<file path="src/rre_pkg.sv">
// Package for the RTT/RTO estimator: widths, word and control types, helpers.
// Used by the interfaces, the controller, the datapath and the top level.
package rre_pkg;

   localparam int SAMPLE_BITS = 26;
   localparam int HIST        = 5;
   localparam int TIME_W      = 48;
   localparam int OUT_W       = 32;
   localparam int KMUL_W      = 4;
   localparam int SRTT_W      = SAMPLE_BITS + 3;
   localparam int AVG_W       = SAMPLE_BITS + 16;
   localparam int LO_W        = (AVG_W + 1) / 2;
   localparam int HI_W        = AVG_W - LO_W;
   localparam int GAIN_W      = 16;
   localparam int PROD_W      = LO_W + GAIN_W;
   localparam int ACC_W       = AVG_W + GAIN_W;
   localparam int CNT_W       = $clog2(HIST + 1);
   localparam int IDX_W       = $clog2(HIST);
   localparam int ACKD_W      = 20;
   localparam int WMUL_W      = 8;
   localparam int CSR_IDX_W   = 3;
   localparam int CSR_DATA_W  = 26;
   localparam int TOLERANCE_US = 4000;

   typedef enum logic [CSR_IDX_W-1:0] {
      CSR_OUTLIER   = 3'd0,
      CSR_ACK_DELAY = 3'd1,
      CSR_WIN_MUL   = 3'd2,
      CSR_GAIN      = 3'd3,
      CSR_MIN_RTO   = 3'd4,
      CSR_INIT_RTO  = 3'd5
   } csr_index_type;

   typedef struct packed {
      logic                   func;
      logic [TIME_W-1:0]      now_us;
      logic [SAMPLE_BITS-1:0] sample_us;
      logic [KMUL_W-1:0]      rexmit_multiplier;
   } req_word_type;

   typedef struct packed {
      logic                   estimator_ready;
      logic                   sample_used;
      logic [SAMPLE_BITS-1:0] srtt_out_us;
      logic [SAMPLE_BITS-1:0] mdev_out_us;
      logic [OUT_W-1:0]       rto_us;
      logic [OUT_W-1:0]       fast_rexmit_us;
      logic [OUT_W-1:0]       rexmit_us;
      logic [SAMPLE_BITS-1:0] rtt_min_est_us;
      logic [SAMPLE_BITS-1:0] rtt_max_est_us;
      logic [SAMPLE_BITS-1:0] owd_min_est_us;
      logic [SAMPLE_BITS-1:0] owd_max_est_us;
   } rsp_word_type;

   typedef enum logic [3:0] {
      OP_NONE,
      OP_LOAD,
      OP_PREP,
      OP_RTT,
      OP_MUL0,
      OP_MUL1,
      OP_AVG,
      OP_WL0,
      OP_WL1,
      OP_WEND,
      OP_FILT,
      OP_SORT_LD,
      OP_SORT,
      OP_MED,
      OP_OUT
   } op_type;

   typedef struct packed {
      logic skip;
      logic is_rtt;
      logic first;
      logic need_sort;
      logic sort_last;
   } dp_status_type;

   function automatic logic [OUT_W-1:0] sat32(input logic [OUT_W+1:0] v);
      sat32 = (v[OUT_W+1:OUT_W] != 2'd0) ? {OUT_W{1'b1}} : v[OUT_W-1:0];
   endfunction

endpackage

</file>
<file path="src/rre_ctrl.sv">
// Sequencing state machine of the estimator: handshakes and datapath operations.
// Depends on rre_pkg for the operation and status types.
module rre_ctrl (
   input  logic                   clock,
   input  logic                   reset,
   input  logic                   req_valid,
   output logic                   req_ready,
   output logic                   rsp_valid,
   input  logic                   rsp_ready,
   input  rre_pkg::dp_status_type status,
   output rre_pkg::op_type        op
);
   import rre_pkg::*;

   typedef enum logic [13:0] {
      ST_IDLE    = 14'b00000000000001,
      ST_PREP    = 14'b00000000000010,
      ST_RTT     = 14'b00000000000100,
      ST_MUL0    = 14'b00000000001000,
      ST_MUL1    = 14'b00000000010000,
      ST_AVG     = 14'b00000000100000,
      ST_WL0     = 14'b00000001000000,
      ST_WL1     = 14'b00000010000000,
      ST_WEND    = 14'b00000100000000,
      ST_FILT    = 14'b00001000000000,
      ST_SORT_LD = 14'b00010000000000,
      ST_SORT    = 14'b00100000000000,
      ST_MED     = 14'b01000000000000,
      ST_OUT     = 14'b10000000000000
   } state_type;

   state_type state_ff, state_in;
   logic      rsp_valid_ff, rsp_valid_in;
   logic      rsp_free;

   assign req_ready = (state_ff == ST_IDLE);
   assign rsp_valid = rsp_valid_ff;
   assign rsp_free  = !rsp_valid_ff || rsp_ready;

   always_comb begin
      state_in     = state_ff;
      rsp_valid_in = rsp_valid_ff && !rsp_ready;
      op           = OP_NONE;
      case (state_ff)
         ST_IDLE: begin
            if (req_valid) begin
               op       = OP_LOAD;
               state_in = ST_PREP;
            end
         end
         ST_PREP: begin
            op = OP_PREP;
            if (status.skip) state_in = ST_OUT;
            else if (status.is_rtt) state_in = ST_RTT;
            else state_in = ST_WL0;
         end
         ST_RTT: begin
            op       = OP_RTT;
            state_in = status.first ? ST_WL0 : ST_MUL0;
         end
         ST_MUL0: begin
            op       = OP_MUL0;
            state_in = ST_MUL1;
         end
         ST_MUL1: begin
            op       = OP_MUL1;
            state_in = ST_AVG;
         end
         ST_AVG: begin
            op       = OP_AVG;
            state_in = ST_WL0;
         end
         ST_WL0: begin
            op       = OP_WL0;
            state_in = ST_WL1;
         end
         ST_WL1: begin
            op       = OP_WL1;
            state_in = ST_WEND;
         end
         ST_WEND: begin
            op       = OP_WEND;
            state_in = ST_FILT;
         end
         ST_FILT: begin
            op       = OP_FILT;
            state_in = status.need_sort ? ST_SORT_LD : ST_OUT;
         end
         ST_SORT_LD: begin
            op       = OP_SORT_LD;
            state_in = ST_SORT;
         end
         ST_SORT: begin
            op = OP_SORT;
            if (status.sort_last) state_in = ST_MED;
         end
         ST_MED: begin
            op       = OP_MED;
            state_in = ST_OUT;
         end
         ST_OUT: begin
            // The result register must be empty, or emptied in this cycle.
            if (rsp_free) begin
               op           = OP_OUT;
               rsp_valid_in = 1'b1;
               state_in     = ST_IDLE;
            end
         end
         default: state_in = ST_IDLE;
      endcase
   end

   always_ff @(posedge clock) begin
      if (reset) begin
         state_ff     <= ST_IDLE;
         rsp_valid_ff <= 1'b0;
      end else begin
         state_ff     <= state_in;
         rsp_valid_ff <= rsp_valid_in;
      end
   end

endmodule

</file>
<file path="config.mk">
export PLATFORM = sky130hd
export DESIGN_NAME = rre_ctrl
export DESIGN_NICKNAME = d
export VERILOG_FILES = /design/src/rre_pkg.sv /design/src/rre_ctrl.sv
export SDC_FILE = /design/constraint.sdc
export NUM_CORES = 1
export LEC_CHECK = 0
export ABC_AREA = 1
export BUFFER_PORTS_ARGS = -buffer_cell sky130_fd_sc_hd__buf_2
export CAP_MARGIN = 20
export CORE_AREA = 3 3 46 48
export CTS_CLUSTER_SIZE = 30
export DETAILED_ROUTE_END_ITERATION = 7
export DIE_AREA = 0 0 49 51
export PLACE_DENSITY = 0.78
export REMOVE_ABC_BUFFERS = 1
export SYNTH_ARGS = -nofsm -noshare
export SYNTH_HDL_FRONTEND = slang
export SYNTH_SLANG_ARGS = --single-unit
</file>
<file path="constraint.sdc">
create_clock -name clock -period 3.1 [get_ports clock]
set_input_delay 0.62 -clock clock [delete_from_list [all_inputs] [get_ports clock]]
set_output_delay 0.62 -clock clock [all_outputs]
set_load 0.01 [all_outputs]
</file>
==> flow_metrics.py <==
metrics = {
    "logic_synthesis": {
        "synthCells": 160,
        "synth_top_family_by_area": "simple AND/OR/NAND/NOR gates",
        "synth_compound_area_share_pct": 2.00,
        "syn_avg_cell_area_um2": 6.26,
        "synth_seq_cells": 15,
        "ys.warnings.count": 0,
        "synth-xor-area-share_pct": 0,
        "yosysTopAreaCell": "dfxtp_1",
        "synth_cell_types": 20,
        "yosys.area_share.simple_pct": 56.1,
        "syn_area_um2": 1000,
        "synthMuxAreaShare_pct": 0,
        "ys_seq_area_share_pct": 30.0,
        "synth-adder-area-share_pct": 0,
        "yosys-top-cells-area": "dfxtp_1 (30%), nand2_1 (15%), nor2_1 (9.4%)",
        "synth_top_cell_area_share_pct": 30.0,
    },
    "pwr": {
        "ir_drop_mv": 0.307,
        "powerDensity_nw_per_um2": 567,
        "p_leak_nw": 0.611,
        "power.total_mw": 0.624,
    },
    "finish": {
        "ff_latch_area_um2": 300,
        "fin_util_pct": 63.1,
        "antenna_cells": 0,
        "multiInputGateArea_um2": 582,
        "area_growth_pct": 9.86,
        "nNetsFinal": 185,
        "layout_commonest_cell": "nand2_1",
        "mostFrequentLayoutCells": "nand2_1 (40), nor2_1 (25), inv_1 (23), nand3_1 (15), dfxtp_1 (15)",
        "fillers": 175,
        "drive_above_1_share_pct": 21.1,
    },
    "cts": {
        "cts-root-buf": "clkbuf_4",
        "ctsResizeCount": 0,
        "cts_made_buffers": 3,
        "clk_latency_ns": 0.30,
        "cts_sinks": 15,
        "cts_max_level": 1,
        "cts_buffer_depth": 2,
        "cts_tree": "yes",
        "holdBufCountCts": 0,
        "clk_pin_slew_ns": 0.10,
        "post_cts_buffers": 0,
    },
    "critical_path": {
        "crit_path_max_incr_delay_ns": 0.35,
        "worstPathMaxFanout": 11,
        "crit_slowest_cell": "nor2_2",
        "arrival_ns": 1.83,
        "path_class": "reg2out",
        "path_cells": "nor2_2 > nand2_1 > nor2_2 > nand2_1 > nand2_1 > nor2_1 > nand4_1 > buf_2",
        "path_common_cell": "nand2_1",
        "start_kind": "register",
        "worstPathRequired_ns": 2.48,
        "end_kind": "output port",
    },
    "timing": {
        "setup_viol": 0,
        "hold_viol": 0,
        "max_freq_mhz": 408,
        "rsz0062_at_grt": "false",
        "period_share_pct": 79.1,
        "setup_tns_ns": 0,
        "finalClockSkew_ns": 0.00857,
        "worst_pin_slew_ns": 0.426,
        "max_slew_margin_pct": 71.5,
        "finalWorstPathRequiredPeriod_ns": 2.45,
        "drv_slew": 0,
    },
    "placed_design": {
        "port_buffers": 14,
        "hpwlAfterDp_um": 1770,
        "gp_congestion": 0.883,
    },
    "floorplanning": {
        "start_util_pct": 57.4,
        "core_um2": 1750,
        "rows": 15,
        "die_x_um": 49,
        "num_io_pins": 15,
        "die_area_um2": 2500,
        "die_y_um": 51,
    },
    "routing": {
        "totalWireLength_um": 2210,
        "drcViolationCount": 0,
        "wl_per_cell_um": 11.1,
        "viasPerCell": 5.19,
        "vias": 1038,
        "drtIter0Drc": 73,
        "first_pass_iters": 5,
        "antenna_left": 0,
    },
    "grt": {
        "grtUsageTotal_pct": 20.0,
        "overflow": 0,
        "grt_pass1_wl_um": 3900,
        "grt_max_degree": 13,
        "grt_pass1_vias": 930,
        "antenna_found_initial": 0,
    },
    "job": {
        "drv_cap": 0,
    },
    "run_status": {
        "status": "completed",
    },
    "hold_path": {
        "worst_hold_path_type": "in2reg",
    },
}
[layer usage]
| layer | vias up | track usage (%) | wire length (µm) |
|---|---|---|---|
| met2 | 41 | 33.3 | 1010 |
| li1 | 526 | - | - |
| met5 | - | 0 | 0 |
| met4 | 0 | 7.58 | 34 |
| met1 | 466 | 25.3 | 994 |
| met3 | 5 | 4.37 | 168 |
[path summary, 6_finish.rpt]
| kind | start | end | slack (ns) | cells after the start |
|---|---|---|---|---|
| worst max register to register | state_ff[13]$_SDFFE_PP0P_ | state_ff[11]$_SDFFE_PP0P_ | 1.47 | 8 |
| worst max-delay path | state_ff[13]$_SDFFE_PP0P_ | op[2] | 0.65 | 8 |
| worst min-delay path | status[2] | state_ff[3]$_SDFFE_PP0P_ | 0.50 | 2 |
| worst min register to register | rsp_valid$_SDFF_PP0_ | rsp_valid$_SDFF_PP0_ | 0.53 | 2 |
[critical path, delay by kind of cell (launching register included)]
kind	cells	cell delay, ns
and+or+nand+nor	7	1.07
buffers and inverters	1	0.13
DFF	1	0.34
[synth_stat cells]
library cell	number
o21ai_0	1
inv_2	1
nand3_2	1
nor3_1	9
clkbuf_1	1
nand2_4	3
buf_8	1
nand3_1	15
a21oi_1	3
buf_6	1
inv_1	23
nand2_1	40
nand4_1	4
nor2_1	25
dfxtp_1	15
nand3b_1	2
nor2_2	7
nor2_4	4
nor4_1	1
nand2_2	3
[power by group]
group	internal, mW	total (mW)	switching, mW
logic	0.0887	0.282	0.194
clock network	0.0481	0.117	0.0693
registers	0.210	0.225	0.0142
[per-stage QoR]
stage               setup slack, ns  instance area (µm²)  cells  hold WS (ns)
detailed placement             1.01                 1070    196         0.516
floorplan                      1.26                  972    157         0.516
global route                  0.509                 1100    200         0.489
CTS                           0.693                 1100    200         0.495
finish                        0.649                 1100    200         0.495
global placement               1.05                 1070    196         0.514
[cell type report]
| class | count | area share (%) |
|---|---|---|
| clock inverters | 1 | 0.455 |
| multi-input cells | 118 | 52.8 |
| well taps | 25 | 2.84 |
| repair buffers | 14 | 6.36 |
| clock buffers | 3 | 2.05 |
| inverters | 24 | 8.18 |
| flip-flops and latches | 15 | 27.3 |
[flip-flops by register name, indices dropped and copies added (netlist names)]
register   flops
rsp_valid      1
state_ff      14
[cell families (layout without fill, tap and decap cells)]
| logic type | Yosys count | count (layout) |
|---|---|---|
| simple gates | 114 | 114 |
| flops | 15 | 15 |
| buf+inv | 27 | 42 |
| compound gates | 4 | 4 |
No activity file was read; power rests on OpenSTA's default activity.
